`src/per_class_presence_debouncer_unit_defines.svh`:
```
// ---------------------------------------------------------------------------
// Assertion macros for the per-class presence debouncer
// Shared property templates, sampled on clk_i and disabled during reset.
// ---------------------------------------------------------------------------
`ifndef PER_CLASS_PRESENCE_DEBOUNCER_UNIT_DEFINES_SVH
`define PER_CLASS_PRESENCE_DEBOUNCER_UNIT_DEFINES_SVH

// The consequent must hold in the same cycle as the antecedent.
`define PCPD_ASSERT_SAME(lbl, pre, post) \
  lbl: assert property (@(posedge clk_i) disable iff (!rst_ni) (pre) |-> (post)) \
    else $error("pcpd assertion failed");

// The consequent must hold in the cycle after the antecedent.
`define PCPD_ASSERT_NEXT(lbl, pre, post) \
  lbl: assert property (@(posedge clk_i) disable iff (!rst_ni) (pre) |=> (post)) \
    else $error("pcpd assertion failed");

`endif

```
`src/pcpd_pkg.sv`:
```
// ---------------------------------------------------------------------------
// pcpd_pkg
// Types, constants and time helpers shared by the presence debouncer.
// ---------------------------------------------------------------------------
`timescale 1ns / 1ps
`default_nettype none

package pcpd_pkg;

  localparam int CLS_W       = 7;
  localparam int MAX_CLASSES = 1 << CLS_W;
  localparam int CONF_W      = 16;
  localparam int TIME_BITS   = 48;
  localparam int MS_W        = 20;
  localparam int ACT_W       = 8;
  localparam int US_W        = 30;
  localparam int ADDR_W      = 4;
  localparam int DATA_W      = 32;

  localparam int US_PER_MS   = 1000;
  localparam int ABSENCE_MS  = 500;
  // Whole elapsed ms above the grace window is the same as this many us or more.
  localparam logic [US_W-1:0] ABSENCE_US = US_W'((ABSENCE_MS + 1) * US_PER_MS);
  localparam logic [ACT_W-1:0] ACTIVE_RESET = ACT_W'(80);

  // A backwards step smaller than one millisecond still counts as zero ms.
  localparam logic [TIME_BITS:0] NEG_FLOOR =
    (TIME_BITS+1)'(0) - (TIME_BITS+1)'(US_PER_MS - 1);

  typedef enum logic [1:0] {
    REG_ENABLE = 2'd0,
    REG_ACTIVE = 2'd1,
    REG_HOLD   = 2'd2,
    REG_COOL   = 2'd3
  } reg_idx_e;

  typedef struct packed {
    logic             enable;
    logic [ACT_W-1:0] active_classes;
    logic [US_W-1:0]  hold_us;
    logic [US_W-1:0]  cool_us;
  } cfg_t;

  typedef struct packed {
    logic [TIME_BITS-1:0] presence_start;
    logic [TIME_BITS-1:0] last_seen;
    logic [TIME_BITS-1:0] last_event;
  } entry_t;

  // True when the truncated ms from then to now is non-negative and at least
  // the threshold, given in microseconds as a whole multiple of 1000.
  function automatic logic elapsed_reached(input logic [TIME_BITS-1:0] now,
                                           input logic [TIME_BITS-1:0] then,
                                           input logic [US_W-1:0]      thr_us);
    logic [TIME_BITS:0] diff;
    logic               res;
    diff = {1'b0, now} - {1'b0, then};
    if (diff[TIME_BITS]) begin
      res = (thr_us == '0) && (diff >= NEG_FLOOR);
    end else begin
      res = diff[TIME_BITS-1:0] >= TIME_BITS'(thr_us);
    end
    return res;
  endfunction

endpackage

`default_nettype wire

```
`src/pcpd_cfg.sv`:
```
// ---------------------------------------------------------------------------
// pcpd_cfg
// APB register file; keeps the hold and cooldown times also in microseconds.
// ---------------------------------------------------------------------------
`timescale 1ns / 1ps
`default_nettype none

module pcpd_cfg (
  input  wire logic                        clk_i,
  input  wire logic                        rst_ni,
  input  wire logic                        psel,
  input  wire logic                        penable,
  input  wire logic                        pwrite,
  input  wire logic [pcpd_pkg::ADDR_W-1:0] paddr,
  input  wire logic [pcpd_pkg::DATA_W-1:0] pwdata,
  output logic      [pcpd_pkg::DATA_W-1:0] prdata,
  output logic                             pready,
  output pcpd_pkg::cfg_t                   cfg_o
);

  logic                          enable_q;
  logic [pcpd_pkg::ACT_W-1:0]    active_q;
  logic [pcpd_pkg::MS_W-1:0]     hold_ms_q;
  logic [pcpd_pkg::MS_W-1:0]     cool_ms_q;
  logic [pcpd_pkg::US_W-1:0]     hold_us_q;
  logic [pcpd_pkg::US_W-1:0]     cool_us_q;
  logic [pcpd_pkg::US_W-1:0]     wdata_us;
  logic                          wr_en;
  pcpd_pkg::reg_idx_e            reg_idx;

  assign pready   = 1'b1;
  assign wr_en    = psel && penable && pwrite;
  assign reg_idx  = pcpd_pkg::reg_idx_e'(paddr[3:2]);
  assign wdata_us = pcpd_pkg::US_W'(pwdata[pcpd_pkg::MS_W-1:0]) *
                    pcpd_pkg::US_W'(pcpd_pkg::US_PER_MS);

  always_ff @(posedge clk_i or negedge rst_ni) begin
    if (!rst_ni) begin
      enable_q  <= 1'b0;
      active_q  <= pcpd_pkg::ACTIVE_RESET;
      hold_ms_q <= '0;
      cool_ms_q <= '0;
      hold_us_q <= '0;
      cool_us_q <= '0;
    end else if (wr_en) begin
      case (reg_idx)
        pcpd_pkg::REG_ENABLE: enable_q <= pwdata[0];
        pcpd_pkg::REG_ACTIVE: active_q <= pwdata[pcpd_pkg::ACT_W-1:0];
        pcpd_pkg::REG_HOLD: begin
          hold_ms_q <= pwdata[pcpd_pkg::MS_W-1:0];
          hold_us_q <= wdata_us;
        end
        pcpd_pkg::REG_COOL: begin
          cool_ms_q <= pwdata[pcpd_pkg::MS_W-1:0];
          cool_us_q <= wdata_us;
        end
        default: ;
      endcase
    end
  end

  always_comb begin
    case (reg_idx)
      pcpd_pkg::REG_ENABLE: prdata = pcpd_pkg::DATA_W'(enable_q);
      pcpd_pkg::REG_ACTIVE: prdata = pcpd_pkg::DATA_W'(active_q);
      pcpd_pkg::REG_HOLD:   prdata = pcpd_pkg::DATA_W'(hold_ms_q);
      pcpd_pkg::REG_COOL:   prdata = pcpd_pkg::DATA_W'(cool_ms_q);
      default:              prdata = '0;
    endcase
  end

  assign cfg_o.enable         = enable_q;
  assign cfg_o.active_classes = active_q;
  assign cfg_o.hold_us        = hold_us_q;
  assign cfg_o.cool_us        = cool_us_q;

endmodule

`default_nettype wire

```
`config.mk`:
```
export PLATFORM = sky130hd
export DESIGN_NAME = pcpd_cfg
export DESIGN_NICKNAME = d
export VERILOG_FILES = /design/src/per_class_presence_debouncer_unit_defines.svh /design/src/pcpd_pkg.sv /design/src/pcpd_cfg.sv
export SDC_FILE = /design/constraint.sdc
export NUM_CORES = 1
export LEC_CHECK = 0
export BUFFER_PORTS_ARGS = -buffer_cell sky130_fd_sc_hd__buf_2
export CORE_MARGIN = 5
export CORE_UTILIZATION = 35
export CTS_CLUSTER_DIAMETER = 120
export CTS_CLUSTER_SIZE = 24
export DETAILED_ROUTE_END_ITERATION = 7
export PLACE_DENSITY = 0.57
export SYNTH_ARGS = -nofsm -noshare
export SYNTH_HDL_FRONTEND = slang
export SYNTH_SLANG_ARGS = --single-unit
```
`constraint.sdc`:
```
create_clock -name clk_i -period 2.8 [get_ports clk_i]
set_clock_uncertainty 0.1 [all_clocks]
set_input_delay 0.28 -clock clk_i [delete_from_list [all_inputs] [get_ports clk_i]]
set_output_delay 0.28 -clock clk_i [all_outputs]
set_load 0.1 [all_outputs]
```
==> flow_summary.ini <==
[status]
outcome = complete, but fails checks
violations = setup timing

[finish]
drive_gt1_share_pct = 44.47
final_cell_mix = buf_4 (147), nand2_1 (120), dfrtp_1 (97)
antenna_cells = 0
final_nets = 1224
area_delta_synth_final_pct = 43.09
final_common_cell = buf_4
stdcell_area_sq_mm = 0.01125

[synth]
yosysUniqueCellTypes = 57
async_flop_share_pct = 100.0
postSynthCellCount = 813
synth_seq_cells = 99
ys_warn_count = 0
syn_area_sq_mm = 0.007864
syn_area_per_cell_sq_um = 9.673
synth-edff-count = 0
synth_flop_cell = dfrtp_1
yosysSeqAreaShare_pct = 31.54

[detailed_routing]
route.detailed.drc = 0
wirelength_um = 21370
drt-vias-per-instance = 4.783
ant_nets = 0
drtIter0Drc = 290
wl_per_cell_um = 15.99
drt_first_pass_iters = 4
dr_total_vias = 6395

[clock_tree]
cts_made_buffers = 9
cts_root_buffer = clkbuf_16
cts_tree = done
cts_sinks = 99
htreeDepth = 3
clk_path_buf_depth = 2
clk_pin_slew_ps = 70
clkLatencyLatePin_ps = 350

[critical_path]
cp-end-kind = flop
path_class = in2reg
cp_max_fo = 4
required_ps = 2940
crit_family = adder cells
r2r_start = hold_us_q[24]$_DFFE_PN0P_
reg2reg_slack_ps = 1840
start_kind = input port
cp_slowest_cell = fa_2
crit_buf_inv = 4
crit_chain = buf_8 -> clkinvlp_4 -> fa_2 -> fa_1 -> fa_1 -> fa_1 -> inv_2 -> ha_4 -> buf_4 -> a21oi_1 -> nand2_1 -> a21oi_4 -> o41ai_4 -> xor2_2 -> mux2_2
crit_arrival_ps = 4080
rr_worst_depth = 2
slowest_delay_ps = 600
worst_path_most_repeated_cell = fa_1
r2r-end = hold_us_q[24]$_DFFE_PN0P_

[timing]
max-slew-margin-rel_pct = 40.82
hold_violations = 0
rsz0062_at_grt = yes
finalCritPeriodShare_pct = 140.6
setup_ws_ps = -1138
slew_viol_final = 0
tightest_slew_ps = 887.7
min_period_ps = 3938
fmax_mhz = 253.9
setup_violations = 42

[global_routing]
grt_first_pass_wirelength_um = 35780
gr-total-overflow = 0
grt_usage_pct = 17.23
antenna_found_initial = 0
grt_pass1_vias = 6905
grt_max_degree = 62

[floorplanning]
rows = 54
die_area_sq_mm = 0.02557
ios = 143
die_w_um = 159.9
chipHeight_um = 159.9
coreArea_sq_mm = 0.02196
initial_core_util_pct = 35.81

[hold_path]
hold_end = active_q[1]$_DFFE_PN0P_
hold_depth = 2
hp-start = pwdata[1]
hp-class = in2reg

[placement]
place_area_sq_mm = 0.009832
dp_hpwl_um = 16470
place_congestion = 0.8442
portBuffers = 109

[flow_run]
drv_cap = 0
-- cell families after synthesis --
| group | after synthesis | share of synthesized area [%] |
|---|---|---|
| AO/OA/AOI/OAI | 139 | 11.22 |
| XOR/XNOR | 18 | 2.005 |
| adder cells (fa/ha/maj) | 131 | 27.53 |
| buffers and inverters | 164 | 9.005 |
| flip-flops | 99 | 31.54 |
| multiplexers | 45 | 6.348 |
| other | 2 | 0.09550 |
| AND/OR/NAND/NOR | 215 | 12.27 |
-- metrics by stage --
step	setup slack, ps	hold slack (ps)	cells	setup TNS (ps)	util (%)
after floorplan	-1319	-115.6	830	-41020	-
after global placement	-1726	205.8	1286	-60650	44.77
after detailed placement	-1711	203.2	1286	-60760	44.77
after CTS	-1179	67.92	1326	-39550	49.37
after global routing	-1276	75.66	1337	-44290	51.24
final	-1138	80.71	1337	-39350	51.24
-- cells in the mapped netlist (4+ instances only) --
master	count	area, sq um
nand2_1	126	473.0
fa_1	70	1401
clkbuf_1	29	108.9
a31oi_1	4	25.02
nor2b_1	13	81.33
nor3_1	7	35.03
mux2_2	29	326.6
buf_1	4	15.01
o21bai_1	4	30.03
nand4_1	5	31.28
nand3_1	14	70.07
a21oi_1	26	130.1
o211ai_1	6	45.04
inv_1	105	394.1
a22oi_1	6	45.04
a22o_1	7	61.31
a21o_1	6	45.04
nor2_1	24	90.09
and2_1	4	25.02
and3_1	7	43.79
o21ai_0	54	270.3
dfrtp_1	97	2427
xor2_1	7	61.31
a211oi_1	6	45.04
ha_1	61	763.2
buf_4	24	180.2
xnor2_1	11	96.34
mux2i_1	15	150.1
-- sequential cells by signal (all words and copies together), names as in the netlist --
name / cells
cool_us_q: 25
cool_ms_q: 20
active_q: 8
enable_q: 1
hold_ms_q: 20
hold_us_q: 25
-- timing repair --
item                                    CTS  global route
pin swaps                                71            61
hold buffers                              1             0
setup buffers                            24            15
endpoints found under the hold margin    38             0
gates resized for setup                 109            71
endpoints found under the setup margin   44            44
-- final cells by class --
cell class              count  area, sq um
clock inverters             4        73.82
inverters                 105        445.4
well taps                 280        350.3
multi-input cells         567         5702
fillers                  1998        10710
flip-flops and latches     99         2480
repair buffers            270         1954
clock buffers              12        246.5
-- worst max-delay path by stage --
| stage | start | end | depth (start not counted) |
|---|---|---|---|
| after detailed placement | pwdata[4] | hold_us_q[22]$_DFFE_PN0P_ | 14 |
| after global routing | pwdata[8] | cool_us_q[21]$_DFFE_PN0P_ | 16 |
| final | pwdata[6] | hold_us_q[22]$_DFFE_PN0P_ | 15 |
| after floorplan | pwdata[11] | cool_us_q[27]$_DFFE_PN0P_ | 16 |
| after CTS | pwdata[7] | cool_us_q[21]$_DFFE_PN0P_ | 16 |
| after global placement | pwdata[4] | hold_us_q[22]$_DFFE_PN0P_ | 14 |
-- metal layers --
layer  GRT usage [%]  part of all wire [%]
met5               0                     0
met4           3.168                   1.3
met3           3.247                   4.3
met2           29.76                    51
met1           22.91                    44
Power is not shown: default switching activity piles up to over one toggle a cycle in this logic, so the estimate is an artifact.
